## src/rtl/dofp_pkg.sv

```systemverilog
`timescale 1ns / 1ps
// ----------------------------------------------------------------------------
// dofp_pkg: shared types and constants
// Fingerprint table, word types and the front/back queue entry format.
// ----------------------------------------------------------------------------
package dofp_pkg;

  localparam int unsigned TableRows = 13;
  localparam int unsigned PatMax    = 21;

  localparam logic [7:0] OptPad      = 8'd0;
  localparam logic [7:0] OptEnd      = 8'd255;
  localparam logic [7:0] OptHostName = 8'd12;
  localparam logic [7:0] OptOverload = 8'd52;
  localparam logic [7:0] OptMsgType  = 8'd53;
  localparam logic [7:0] OptParamReq = 8'd55;
  localparam logic [7:0] OptVendor   = 8'd60;
  localparam logic [7:0] MsgRequest  = 8'd3;

  typedef enum logic [1:0] {
    PH_CODE = 2'd0,
    PH_LEN  = 2'd1,
    PH_VAL  = 2'd2
  } tlv_phase_e;

  typedef enum logic [1:0] {
    REG_OPTIONS = 2'd0,
    REG_FILE    = 2'd1,
    REG_SNAME   = 2'd2
  } region_e;

  typedef struct packed {
    logic [7:0] code;
    logic [4:0] len;
    logic [3:0] cls;
  } fp_head_t;

  // One queue entry: up to one name character and optionally a summary.
  typedef struct packed {
    logic       has_char;
    logic [7:0] name_char;
    logic [6:0] name_index;
    logic       has_sum;
    logic [3:0] os_class;
    logic       os_class_valid;
    logic       request_seen;
    logic       name_valid;
    logic [6:0] name_length;
    logic       stopped_early;
  } entry_t;

  function automatic fp_head_t fp_head(input logic [3:0] row);
    fp_head_t h;
    case (row)
      4'd0:    h = '{8'd55, 5'd6, 4'd1};
      4'd1:    h = '{8'd60, 5'd13, 4'd2};
      4'd2:    h = '{8'd60, 5'd10, 4'd3};
      4'd3:    h = '{8'd55, 5'd12, 4'd4};
      4'd4:    h = '{8'd55, 5'd11, 4'd5};
      4'd5:    h = '{8'd60, 5'd21, 4'd6};
      4'd6:    h = '{8'd55, 5'd7, 4'd7};
      4'd7:    h = '{8'd55, 5'd10, 4'd8};
      4'd8:    h = '{8'd55, 5'd9, 4'd9};
      4'd9:    h = '{8'd55, 5'd7, 4'd10};
      4'd10:   h = '{8'd55, 5'd9, 4'd11};
      4'd11:   h = '{8'd55, 5'd13, 4'd12};
      4'd12:   h = '{8'd55, 5'd13, 4'd12};
      default: h = '{8'd0, 5'd0, 4'd0};
    endcase
    return h;
  endfunction

  // Pattern byte of a row at a value position; only read below the row length.
  // Each row is held first byte highest, padded with zero bytes at the bottom.
  function automatic logic [7:0] fp_pat(input logic [3:0] row, input logic [4:0] idx);
    logic [PatMax*8-1:0] v;
    int unsigned lo;
    case (row)
      4'd0: v = {8'h01,8'h03,8'h06,8'h0F,8'h77,8'hFC,{15{8'h00}}};
      4'd1: v = {8'h64,8'h68,8'h63,8'h70,8'h63,8'h64,8'h20,8'h34,8'h2E,8'h30,
                 8'h2E,8'h31,8'h35,{8{8'h00}}};
      4'd2: v = {8'h42,8'h6C,8'h61,8'h63,8'h6B,8'h42,8'h65,8'h72,8'h72,8'h79,
                 {11{8'h00}}};
      4'd3: v = {8'h01,8'h0f,8'h03,8'h06,8'h2c,8'h2e,8'h2f,8'h1f,8'h21,8'h79,
                 8'hf9,8'h2b,{9{8'h00}}};
      4'd4: v = {8'h01,8'h0f,8'h03,8'h06,8'h2c,8'h2e,8'h2f,8'h1f,8'h21,8'hf9,
                 8'h2b,{10{8'h00}}};
      4'd5: v = {8'h4d,8'h69,8'h63,8'h72,8'h6f,8'h73,8'h6f,8'h66,8'h74,8'h20,8'h57,
                 8'h69,8'h6e,8'h64,8'h6f,8'h77,8'h73,8'h20,8'h43,8'h45,8'h00};
      4'd6: v = {8'h01,8'h03,8'h06,8'h0f,8'h2c,8'h2e,8'h2f,{14{8'h00}}};
      4'd7: v = {8'h01,8'h03,8'h06,8'h0f,8'h77,8'h5f,8'hfc,8'h2c,8'h2e,8'h2f,
                 {11{8'h00}}};
      4'd8: v = {8'h01,8'h03,8'h06,8'h0f,8'h77,8'h5f,8'hfc,8'h2c,8'h2e,{12{8'h00}}};
      4'd9: v = {8'h01,8'h79,8'h03,8'h06,8'h0F,8'h77,8'hFC,{14{8'h00}}};
      4'd10: v = {8'h01,8'h21,8'h03,8'h06,8'h0f,8'h1c,8'h33,8'h3a,8'h3b,{12{8'h00}}};
      4'd11: v = {8'h01,8'h0f,8'h03,8'h06,8'h2c,8'h2e,8'h2f,8'h1f,8'h21,8'h79,
                  8'hf9,8'hfc,8'h2b,{8{8'h00}}};
      4'd12: v = {8'h01,8'h03,8'h06,8'h0f,8'h1f,8'h21,8'h2b,8'h2c,8'h2e,8'h2f,
                  8'h79,8'hf9,8'hfc,{8{8'h00}}};
      default: v = '0;
    endcase
    lo = (idx < 5'(PatMax)) ? 8 * (PatMax - 1 - 32'(idx)) : 0;
    return (idx < 5'(PatMax)) ? v[lo +: 8] : 8'h00;
  endfunction

endpackage

```

## src/rtl/dhcp_option_fingerprint_parse.sv

```systemverilog
`timescale 1ns / 1ps
// ----------------------------------------------------------------------------
// dhcp_option_fingerprint_parse: DHCP option walker with client fingerprint
// Walks options, overloaded file and server-name regions, emits host-name
// characters and an end-of-message summary.
// ----------------------------------------------------------------------------
// Throughput: one input word per cycle while the result queue has room.
// Each result word is read from a queue entry registered from its input word.
// An input word carrying both a name character and a summary yields a name
// word and then a summary word; up to two queued entries absorb these and output stalls.
// Reset (rst_ni low, asynchronous) clears all parse state and the queue.
module dhcp_option_fingerprint_parse #(
  parameter int unsigned OPTIONS_BYTES = 308,
  parameter int unsigned NAME_LIMIT    = 128,
  parameter int unsigned FINGERPRINTS  = 13
) (
  input  logic        clk_i,
  input  logic        rst_ni,
  input  logic        s_axis_tvalid,
  output logic        s_axis_tready,
  // [7:0] data_byte, [9:8] region, [10] first_of_message,
  // [11] last_of_message, [12] is_bootrequest, [13] node_started
  input  logic [15:0] s_axis_tdata,
  output logic        m_axis_tvalid,
  input  logic        m_axis_tready,
  // [0] result_kind, [8:1] name_char, [15:9] name_index, [19:16] os_class,
  // [20] os_class_valid, [21] request_seen, [22] name_valid,
  // [29:23] name_length, [30] stopped_early
  output logic [31:0] m_axis_tdata
);

  logic push, empty, afull, pop, accept;
  dofp_pkg::entry_t fe, qe;

  // Back-pressure is taken from an almost-full mark, so a word is never lost.
  assign s_axis_tready = !afull;
  assign accept = s_axis_tvalid && s_axis_tready;

  dofp_front #(
    .OPTIONS_BYTES(OPTIONS_BYTES), .NAME_LIMIT(NAME_LIMIT), .FINGERPRINTS(FINGERPRINTS)
  ) u_front (
    .clk_i, .rst_ni, .valid_i(accept),
    .data_byte_i(s_axis_tdata[7:0]), .region_i(s_axis_tdata[9:8]),
    .first_i(s_axis_tdata[10]), .last_i(s_axis_tdata[11]),
    .boot_i(s_axis_tdata[12]), .started_i(s_axis_tdata[13]),
    .push_o(push), .entry_o(fe)
  );

  dofp_queue #(.DEPTH(4)) u_queue (
    .clk_i, .rst_ni, .push_i(push), .data_i(fe), .pop_i(pop),
    .empty_o(empty), .afull_o(afull), .data_o(qe)
  );

  dofp_back u_back (
    .clk_i, .rst_ni, .empty_i(empty), .entry_i(qe), .pop_o(pop),
    .valid_o(m_axis_tvalid), .ready_i(m_axis_tready), .data_o(m_axis_tdata)
  );

  logic unused_hi;
  assign unused_hi = |s_axis_tdata[15:14];

  a_no_accept_full: assert property (@(posedge clk_i) disable iff (!rst_ni)
    afull |-> !accept) else $error("word accepted while queue almost full");
  a_pop_needs_data: assert property (@(posedge clk_i) disable iff (!rst_ni)
    pop |-> !empty) else $error("queue popped while empty");
  a_summary_kind: assert property (@(posedge clk_i) disable iff (!rst_ni)
    (m_axis_tvalid && !m_axis_tdata[0]) |-> (m_axis_tdata[30:16] == '0))
    else $error("summary fields set in a name word");

endmodule

```

## src/rtl/dofp_front.sv

```systemverilog
`timescale 1ns / 1ps
// ----------------------------------------------------------------------------
// dofp_front: option walker
// Accepts message bytes, walks the TLV options and builds queue entries.
// ----------------------------------------------------------------------------
module dofp_front #(
  parameter int unsigned OPTIONS_BYTES = 308,
  parameter int unsigned NAME_LIMIT    = 128,
  parameter int unsigned FINGERPRINTS  = 13
) (
  input  logic                clk_i,
  input  logic                rst_ni,
  input  logic                valid_i,
  input  logic [7:0]          data_byte_i,
  input  logic [1:0]          region_i,
  input  logic                first_i,
  input  logic                last_i,
  input  logic                boot_i,
  input  logic                started_i,
  output logic                push_o,
  output dofp_pkg::entry_t    entry_o
);

  localparam int unsigned Rows  = (FINGERPRINTS < dofp_pkg::TableRows) ?
                                  FINGERPRINTS : dofp_pkg::TableRows;
  localparam int unsigned PosW  = $clog2(OPTIONS_BYTES + 257);
  localparam int unsigned FileBytes  = 128;
  localparam int unsigned SnameBytes = 64;

  logic [PosW-1:0] pos_q, pos_d;
  dofp_pkg::tlv_phase_e phase_q, phase_d;
  logic [7:0] code_q, code_d, left_q, left_d, vidx_q, vidx_d;
  logic [1:0] ovl_q, ovl_d, act_q, act_d;
  logic done_q, done_d;
  logic [Rows-1:0] alive_q, alive_d;
  logic [3:0] os_q, os_d;
  logic [3:0] flags_q, flags_d;
  logic [6:0] hlen_q, hlen_d;

  logic [PosW-1:0] c_pos, size;
  dofp_pkg::tlv_phase_e c_phase;
  logic [7:0] c_code, c_left, c_vidx, b;
  logic [1:0] c_ovl, c_act;
  logic c_done, fp_opt;
  logic [Rows-1:0] c_alive;
  logic [3:0] c_os, c_flags;
  logic [6:0] c_hlen;
  logic [8:0] total;
  logic       c_has_char;
  logic [7:0] c_char;
  logic [6:0] c_cidx;

  function automatic logic [PosW-1:0] rsize(input logic [1:0] r);
    logic [PosW-1:0] s;
    case (r)
      dofp_pkg::REG_OPTIONS: s = PosW'(OPTIONS_BYTES);
      dofp_pkg::REG_FILE:    s = PosW'(FileBytes);
      dofp_pkg::REG_SNAME:   s = PosW'(SnameBytes);
      default:               s = '0;
    endcase
    return s;
  endfunction

  always_comb begin
    b = data_byte_i;
    if (first_i) begin
      c_pos = '0; c_phase = dofp_pkg::PH_CODE; c_code = '0; c_left = '0; c_vidx = '0;
      c_ovl = '0; c_act = dofp_pkg::REG_OPTIONS; c_done = 1'b0; c_alive = '0;
      c_os = '0; c_flags = '0; c_hlen = '0;
    end else begin
      c_pos = pos_q; c_phase = phase_q; c_code = code_q; c_left = left_q;
      c_vidx = vidx_q; c_ovl = ovl_q; c_act = act_q; c_done = done_q;
      c_alive = alive_q; c_os = os_q; c_flags = flags_q; c_hlen = hlen_q;
    end
    pos_d = c_pos; phase_d = c_phase; code_d = c_code; left_d = c_left;
    vidx_d = c_vidx; ovl_d = c_ovl; act_d = c_act; done_d = c_done;
    alive_d = c_alive; os_d = c_os; flags_d = c_flags; hlen_d = c_hlen;
    size = rsize(c_act);
    fp_opt = (c_code == dofp_pkg::OptParamReq) || (c_code == dofp_pkg::OptVendor);
    total = {1'b0, c_vidx} + {1'b0, c_left};
    c_has_char = 1'b0;
    c_char = '0;
    c_cidx = '0;

    if (boot_i && !started_i && !c_done && region_i == c_act) begin
      if (c_pos >= size) begin
        done_d = 1'b1;
      end else begin
        pos_d = c_pos + 1'b1;
        case (c_phase)
          dofp_pkg::PH_CODE: begin
            if (b == dofp_pkg::OptEnd) begin
              if (c_act == dofp_pkg::REG_OPTIONS && c_ovl[0]) begin
                act_d = dofp_pkg::REG_FILE; pos_d = '0;
              end else if (c_act == dofp_pkg::REG_FILE && c_ovl[1]) begin
                act_d = dofp_pkg::REG_SNAME; pos_d = '0;
              end else begin
                done_d = 1'b1;
              end
            end else if (b != dofp_pkg::OptPad) begin
              code_d = b; phase_d = dofp_pkg::PH_LEN;
              if (c_pos + 1'b1 >= size) begin
                flags_d[3] = 1'b1; done_d = 1'b1;
              end
            end
          end
          dofp_pkg::PH_LEN: begin
            if (c_pos + 1'b1 + PosW'(b) > size) begin
              flags_d[3] = 1'b1; done_d = 1'b1;
            end else begin
              if (fp_opt) begin
                for (int k = 0; k < Rows; k++) begin
                  alive_d[k] = (dofp_pkg::fp_head(4'(k)).code == c_code) &&
                               (b >= {3'b0, dofp_pkg::fp_head(4'(k)).len});
                end
              end else if (c_code == dofp_pkg::OptHostName &&
                           {1'b0, b} < 9'(NAME_LIMIT)) begin
                flags_d[2] = 1'b1;
                hlen_d = b[7] ? 7'd127 : b[6:0];
              end
              if (b == 8'd0) begin
                phase_d = dofp_pkg::PH_CODE;
                if (fp_opt) begin
                  os_d = 4'd0; flags_d[0] = 1'b1; alive_d = '0;
                end
              end else begin
                left_d = b; vidx_d = '0; phase_d = dofp_pkg::PH_VAL;
              end
            end
          end
          dofp_pkg::PH_VAL: begin
            if (c_code == dofp_pkg::OptMsgType) begin
              if (total == 9'd1 && b == dofp_pkg::MsgRequest) flags_d[1] = 1'b1;
            end else if (c_code == dofp_pkg::OptOverload) begin
              if (c_vidx == 8'd0) ovl_d = b[1:0];
            end else if (fp_opt) begin
              for (int k = 0; k < Rows; k++) begin
                if (c_alive[k] && c_vidx < {3'b0, dofp_pkg::fp_head(4'(k)).len} &&
                    dofp_pkg::fp_pat(4'(k), c_vidx[4:0]) != b)
                  alive_d[k] = 1'b0;
              end
            end else if (c_code == dofp_pkg::OptHostName && total < 9'(NAME_LIMIT)) begin
              c_has_char = 1'b1;
              c_char = b;
              c_cidx = c_vidx[7] ? 7'd127 : c_vidx[6:0];
            end
            if (c_left != 8'd0) left_d = c_left - 1'b1;
            vidx_d = c_vidx + 1'b1;
            if (c_left <= 8'd1) begin
              phase_d = dofp_pkg::PH_CODE;
              if (fp_opt) begin
                // The class itself is folded from the updated survivors below.
                os_d = 4'd0; flags_d[0] = 1'b1;
              end
            end
          end
          default: phase_d = dofp_pkg::PH_CODE;
        endcase
        if (!done_d && phase_d == dofp_pkg::PH_CODE && pos_d >= rsize(act_d))
          done_d = 1'b1;
      end
    end
  end

  // The class of a finished fingerprint option is the first surviving row of
  // the updated mask, resolved in the same cycle as the option's last byte.
  logic fin_d;
  logic [3:0] os_eff, first_cls_d;
  logic [Rows-1:0] fin_mask;
  logic [Rows-1:0] alive_upd;

  always_comb begin
    fin_d = 1'b0;
    fin_mask = alive_d;
    if (valid_i && boot_i && !started_i && !c_done && region_i == c_act &&
        c_pos < size && c_phase == dofp_pkg::PH_VAL && c_left <= 8'd1 && fp_opt)
      fin_d = 1'b1;
    first_cls_d = 4'd0;
    for (int k = Rows - 1; k >= 0; k--) begin
      if (fin_mask[k]) first_cls_d = dofp_pkg::fp_head(4'(k)).cls;
    end
    alive_upd = fin_d ? '0 : alive_d;
    os_eff = fin_d ? first_cls_d : os_d;
  end

  always_comb begin
    entry_o = '0;
    entry_o.has_char = c_has_char;
    entry_o.name_char = c_char;
    entry_o.name_index = c_cidx;
    entry_o.has_sum = last_i;
    entry_o.os_class = os_eff;
    entry_o.os_class_valid = flags_d[0];
    entry_o.request_seen = flags_d[1];
    entry_o.name_valid = flags_d[2];
    entry_o.name_length = hlen_d;
    entry_o.stopped_early = flags_d[3];
    push_o = valid_i && (c_has_char || last_i);
  end

  always_ff @(posedge clk_i or negedge rst_ni) begin
    if (!rst_ni) begin
      pos_q <= '0; phase_q <= dofp_pkg::PH_CODE; code_q <= '0; left_q <= '0;
      vidx_q <= '0; ovl_q <= '0; act_q <= dofp_pkg::REG_OPTIONS; done_q <= 1'b0;
      alive_q <= '0; os_q <= '0; flags_q <= '0; hlen_q <= '0;
    end else if (valid_i) begin
      pos_q <= pos_d; phase_q <= phase_d; code_q <= code_d; left_q <= left_d;
      vidx_q <= vidx_d; ovl_q <= ovl_d; act_q <= act_d; done_q <= done_d;
      alive_q <= alive_upd; os_q <= os_eff; flags_q <= flags_d; hlen_q <= hlen_d;
    end
  end

endmodule

```

## src/rtl/dofp_queue.sv

```systemverilog
`timescale 1ns / 1ps
// ----------------------------------------------------------------------------
// dofp_queue: entry queue
// Small FIFO of register slots between the option walker and the emitter.
// ----------------------------------------------------------------------------
module dofp_queue #(
  parameter int unsigned DEPTH = 4
) (
  input  logic             clk_i,
  input  logic             rst_ni,
  input  logic             push_i,
  input  dofp_pkg::entry_t data_i,
  input  logic             pop_i,
  output logic             empty_o,
  output logic             afull_o,
  output dofp_pkg::entry_t data_o
);

  localparam int unsigned AW = (DEPTH > 1) ? $clog2(DEPTH) : 1;

  dofp_pkg::entry_t mem_q [DEPTH];
  logic [AW-1:0] wp_q, rp_q;
  logic [AW:0]   cnt_q;

  assign empty_o = (cnt_q == '0);
  assign afull_o = (cnt_q >= (AW+1)'(DEPTH - 2));
  assign data_o  = mem_q[rp_q];

  always_ff @(posedge clk_i) begin
    if (push_i) mem_q[wp_q] <= data_i;
  end

  always_ff @(posedge clk_i or negedge rst_ni) begin
    if (!rst_ni) begin
      wp_q <= '0; rp_q <= '0; cnt_q <= '0;
    end else begin
      if (push_i) wp_q <= (wp_q == AW'(DEPTH - 1)) ? '0 : wp_q + 1'b1;
      if (pop_i)  rp_q <= (rp_q == AW'(DEPTH - 1)) ? '0 : rp_q + 1'b1;
      cnt_q <= cnt_q + (AW+1)'(push_i) - (AW+1)'(pop_i);
    end
  end

endmodule

```

## src/rtl/dofp_back.sv

```systemverilog
`timescale 1ns / 1ps
// ----------------------------------------------------------------------------
// dofp_back: result emitter
// Emits each queue entry as a name character word, a summary word, or both in that order.
// ----------------------------------------------------------------------------
module dofp_back (
  input  logic             clk_i,
  input  logic             rst_ni,
  input  logic             empty_i,
  input  dofp_pkg::entry_t entry_i,
  output logic             pop_o,
  output logic             valid_o,
  input  logic             ready_i,
  output logic [31:0]      data_o
);

  logic sent_char_q, sent_char_d;
  logic want_char, last_part;

  assign want_char = entry_i.has_char && !sent_char_q;
  assign last_part = !want_char || !entry_i.has_sum;
  assign valid_o   = !empty_i;
  assign pop_o     = valid_o && ready_i && last_part;

  always_comb begin
    sent_char_d = sent_char_q;
    if (valid_o && ready_i) sent_char_d = !last_part;
    data_o = '0;
    if (want_char) begin
      data_o[8:1]  = entry_i.name_char;
      data_o[15:9] = entry_i.name_index;
    end else begin
      data_o[0]     = 1'b1;
      data_o[19:16] = entry_i.os_class;
      data_o[20]    = entry_i.os_class_valid;
      data_o[21]    = entry_i.request_seen;
      data_o[22]    = entry_i.name_valid;
      data_o[29:23] = entry_i.name_length;
      data_o[30]    = entry_i.stopped_early;
    end
  end

  always_ff @(posedge clk_i or negedge rst_ni) begin
    if (!rst_ni) sent_char_q <= 1'b0;
    else         sent_char_q <= sent_char_d;
  end

endmodule
```

## config.mk

```make
export PLATFORM = sky130hd
export DESIGN_NAME = dhcp_option_fingerprint_parse
export DESIGN_NICKNAME = d
export VERILOG_FILES = /design/src/rtl/dofp_pkg.sv /design/src/rtl/dhcp_option_fingerprint_parse.sv /design/src/rtl/dofp_front.sv /design/src/rtl/dofp_queue.sv /design/src/rtl/dofp_back.sv
export SDC_FILE = /design/constraint.sdc
export NUM_CORES = 1
export LEC_CHECK = 0
export ABC_CLOCK_PERIOD_IN_PS = 4700
export BUFFER_PORTS_ARGS = -buffer_cell sky130_fd_sc_hd__buf_4
export CORE_MARGIN = 5
export CORE_UTILIZATION = 46
export CTS_CLUSTER_SIZE = 28
export DETAILED_ROUTE_END_ITERATION = 10
export PLACE_DENSITY_LB_ADDON = 0.15
export SYNTH_ARGS = -nofsm -noshare
export SYNTH_HDL_FRONTEND = slang
export SYNTH_SLANG_ARGS = --single-unit
```

## constraint.sdc

```tcl
create_clock -name clk_i -period 4.7 [get_ports clk_i]
set_clock_uncertainty 0.05 [all_clocks]
set_input_delay 0.235 -clock clk_i [delete_from_list [all_inputs] [get_ports clk_i]]
set_output_delay 0.235 -clock clk_i [all_outputs]
set_load 0.005 [all_outputs]
```

==> impl_summary.txt <==
----------------------------------------------------
[Clocking]
  Clock root cell ... clkbuf_16
  Clock network latency to the later pin of the worst-skew pair ... 0.51 ns
  Maximum level of the CTS H-tree ... 1
  Clock slew at reported path FFs ... 0.07 ns
  Clock Tree Buf Depth ... 3
  Number of buffers created by CTS ... 22
  Count of clock tree sinks ... 205
  Clock tree from TritonCTS ... yes

[Synthesis]
  Synthesized netlist net count ... approximately 1800
  Average cell area after synthesis ... approximately 9 um^2
  Warnings, synthesis ... 0
  Most frequent cells after synthesis ... nand2_1 (169), o21ai_0 (134), edfxtp_1 (128), nor2_1 (108), a21oi_1 (98)
  Seq/Total Area, Yosys ... 37.3%
  Post-synth ARST share ... 37.6%
  Cell type with the largest total area after synthesis ... edfxtp_1
  Number of unique standard cell types used by synthesis ... between 100 and 150
  Mapped Area ... 15500 um^2
  Top area cells in the synthesized netlist ... edfxtp_1 (25%), dfrtp_1 (12%), mux4_2 (4.7%)
  Number of synthesized flops with an enable pin ... 128
  Primary flip-flop cell chosen by synthesis mapping ... edfxtp_1
  Area share of the largest cell type after synthesis ... 24.9%
  Flip-flop and latch count after synthesis ... 205
  Dominant cell by count in the synthesized netlist ... nand2_1
  Synthesized netlist cell count ... 1682

[Drt]
  Ratio of routed vias to standard cells ... 6.25
  Drt initial violations ... around 1500
  Amount of wire on met2 after detailed routing ... about 26000 um
  Wire length per cell ... between 20 and 25 um
  Met3 layer wire length in the routed design ... 4340 um
  Post-detailed-route count of antenna-violating nets ... 0
  Via count ... between 10000 and 15000
  Number of remaining DRC errors ... 0
  Total detailed-routing wirelength ... 56800 um
  Max layer used ... met5
  Drt pass-1 iters ... 6
  Met1 wire length ... between 20000 and 25000 um

[Die]
  Initial core utilization ... 46.3%
  Core region area ... 33400 um^2
  Die Span X ... 193 um
  Number of top-level pins ... 54
  Area of the die ... approximately 37000 um^2
  Vertical die dimension ... 193 um
  Placement row count ... 67

[Global routing]
  Vias in the first global route ... 14500
  Wire length of the first global-routing pass ... 86800 um
  Sum of overflow across all layers after global routing ... 0
  Overall Global Routing Usage ... 29.0%
  Initial antenna violation count ... 1
  Maximum number of pins on one net before global-route repair ... 48

[Run]
  Number of maximum-capacitance violations ... 0

[Cells and area]
  Final net count ... approximately 2000
  Diode insertion count for antenna repair ... 0
  Fillcell total ... 3029
  Utilization after layout ... 58.6%
  Final std cell area, no fill ... 19600 um^2
  Proportion of layout cells with a drive suffix above 1 ... 27.8%
  Syn-to-layout area delta ... 26.5%

[Timing]
  Worst-case setup margin in the final layout ... -0.227 ns
  Highest attainable clock frequency ... 0.203 GHz
  Number of endpoints failing setup at the final stage ... 43
  Final total negative setup slack ... -4.80 ns
  Final Hold Violating Endpoints ... 0
  Max transition margin ... 33.8%
  Count of pins over their slew limit ... 0
  Min Clock Period, post-route ... 4.93 ns
  Actual transition at the worst max-transition pin ... between 0.9 and 1 ns
  Portion of the clock cycle consumed by the worst path in the final layout ... 105%
  Setup repair after global routing missed its margin ... true

[Placement]
  Placement-stage cell area ... between 15000 and 20000 um^2
  HPWL reported at the end of detailed placement ... 41400 um
  Buffers added on ports ... 50
  Final estimated routing congestion in global placement ... 1.02

[Critical path]
  Critical path endpoint category ... flip-flop
  CP startpoint kind ... flip-flop
  Endpoint arrival time on the critical path ... 5.13 ns
  Endpoint required time on the critical path ... 4.90 ns
  Maximum fanout count along the critical path ... 5
  Category of the most critical setup path ... flip-flop to flip-flop

[Power]
  Power density normalized to cell area ... 336 nW/um^2
  Leak pwr ... between 7 and 8 nW
  Worst IR drop on VDD ... 0.261 mV

[Min path]
  Class of the most critical hold timing path ... input port to flip-flop

[Status]
  Violated checks ... setup timing
  Outcome ... finished, violations left

----------------------------------------------------
==> cells in the final DEF (no fill, tap or decap), types with 17 or more instances in the layout <==
cell and instances:
a22o_1 18, clkbuf_16 24, nor2_1 106, nand4_1 20, a31oi_1 27, nor2b_1 46, nand3_1 50, mux4_2 32
o21ai_1 37, and2_1 33, nor4_1 17, xnor2_1 51, nor3_1 30, edfxtp_1 128, ha_1 53, xor2_1 21
o21ai_0 100, buf_4 325, inv_1 48, o211ai_1 17, a21oi_1 92, nand2_1 157, dfrtp_1 76
==> final timing paths <==
kind | start | to | slack [ns] | cells past startpoint
max reg2reg | u_front.pos_q[1]$_DFFE_PN0P_ | u_queue.mem_q[0][13]$_DFFE_PP_ | -0.23 | 25
min reg2reg | u_front.os_q[3]$_DFFE_PN0P_ | u_front.os_q[3]$_DFFE_PN0P_ | 0.43 | 1
min | s_axis_tvalid | u_front.done_q$_DFFE_PN0P_ | 0.17 | 4
max in group asynchronous | rst_ni | u_queue.rp_q[0]$_DFFE_PN0P_ | 3.36 | 3
max | u_front.pos_q[1]$_DFFE_PN0P_ | u_queue.mem_q[0][13]$_DFFE_PP_ | -0.23 | 25
min in group asynchronous | rst_ni | u_front.vidx_q[7]$_DFFE_PN0P_ | 0.26 | 2
==> flip-flops by register name, summed over array words and instances, names as in the netlist <==
signal and flops:
u_queue.rp_q 2, u_front.code_q 8, u_front.left_q 8, u_front.ovl_q 2, u_front.hlen_q 7, u_queue.wp_q 2, u_front.alive_q 13, u_front.flags_q 4
u_front.done_q 1, u_back.sent_char_q 1, u_front.act_q 2, u_front.os_q 4, u_queue.cnt_q 3, u_front.pos_q 10, u_front.vidx_q 8, u_front.phase_q 2
u_queue.mem_q 128
==> metal layers <==
layer  vias up  GRT usage (%)
met5         -              0
met4         2           10.4
met3       150           4.17
met2       697           47.2
met1      7300           39.9
li1       6816              -
==> per-stage QoR <==
step                hold WS [ns]  instances  setup WS [ns]  total power (W)
floorplan                 -0.111       1682         -0.784          0.00381
global placement           0.270       2324         -0.288          0.00478
detailed placement         0.273       2324         -0.432          0.00481
CTS                        0.156       2381         -0.173          0.00652
global route               0.180       2396         -0.483          0.00692
finish                     0.172       2396         -0.227          0.00657
==> worst max-delay path, stage by stage, from the launching register on <==
cell	delay, ns
dfrtp_1	0.40
nor2b_4	0.15
ha_4	0.20
xnor2_4	0.19
ha_4	0.24
a21o_1	0.18
a21oi_2	0.19
o21bai_4	0.08
a21oi_4	0.15
o21bai_1	0.08
a21oi_1	0.15
xnor2_1	0.10
ha_1	0.33
nand3_2	0.10
nor4_2	0.24
a22oi_2	0.10
o21ai_4	0.15
buf_12	0.13
buf_4	0.11
nand3_4	0.12
o211a_1	0.23
a311o_1	0.32
a21oi_1	0.21
a311oi_2	0.14
buf_4	0.16
a21o_1	0.18
==> area by class of cell <==
| cell class | instances | area, um^2 | area share [%] |
|---|---|---|---|
| clock buffer | 28 | 594 | 3.04 |
| timing repair buffer | 348 | 2800 | 14.3 |
| sequential | 205 | 5770 | 29.5 |
| tap | 448 | 561 | 2.87 |
| clock inverter | 12 | 93.8 | 0.480 |
| inverter | 56 | 210 | 1.07 |
| multi-input combinational | 1299 | 9530 | 48.7 |
==> cells by family (layout without fill, tap and decap cells) <==
kind of cell             count (synthesis)  after routing  synth area share, %
AND/OR/NAND/NOR                        600            600                 20.4
AO/OA/AOI/OAI                          505            505                 21.8
flip-flops                             205            205                 37.3
buffers and inverters                  178            444                 4.83
XOR/XNOR                                75             75                 4.25
adder cells (fa/ha/maj)                 60             60                 4.94
multiplexers                            58             58                 6.48
other                                    1              1               0.0243
==> power by group <==
group / internal (W) / total, W / switching (W)
clock: 0.000957 / 0.00167 / 0.000718
combinational: 0.00125 / 0.00266 / 0.00141
sequential: 0.00207 / 0.00223 / 0.000169
total: 0.00427 / 0.00657 / 0.00230
==> timing repair <==
item | CTS | global route
pin swaps | 20 | 42
resized for setup | 15 | 63
setup endpoints to repair | 31 | 68
endpoints found under the hold margin | 48 | 0
hold buffers | 3 | 0
cloned | 0 | 1
buffers inserted | 15 | 15
Power figures use the tool's default switching activity.
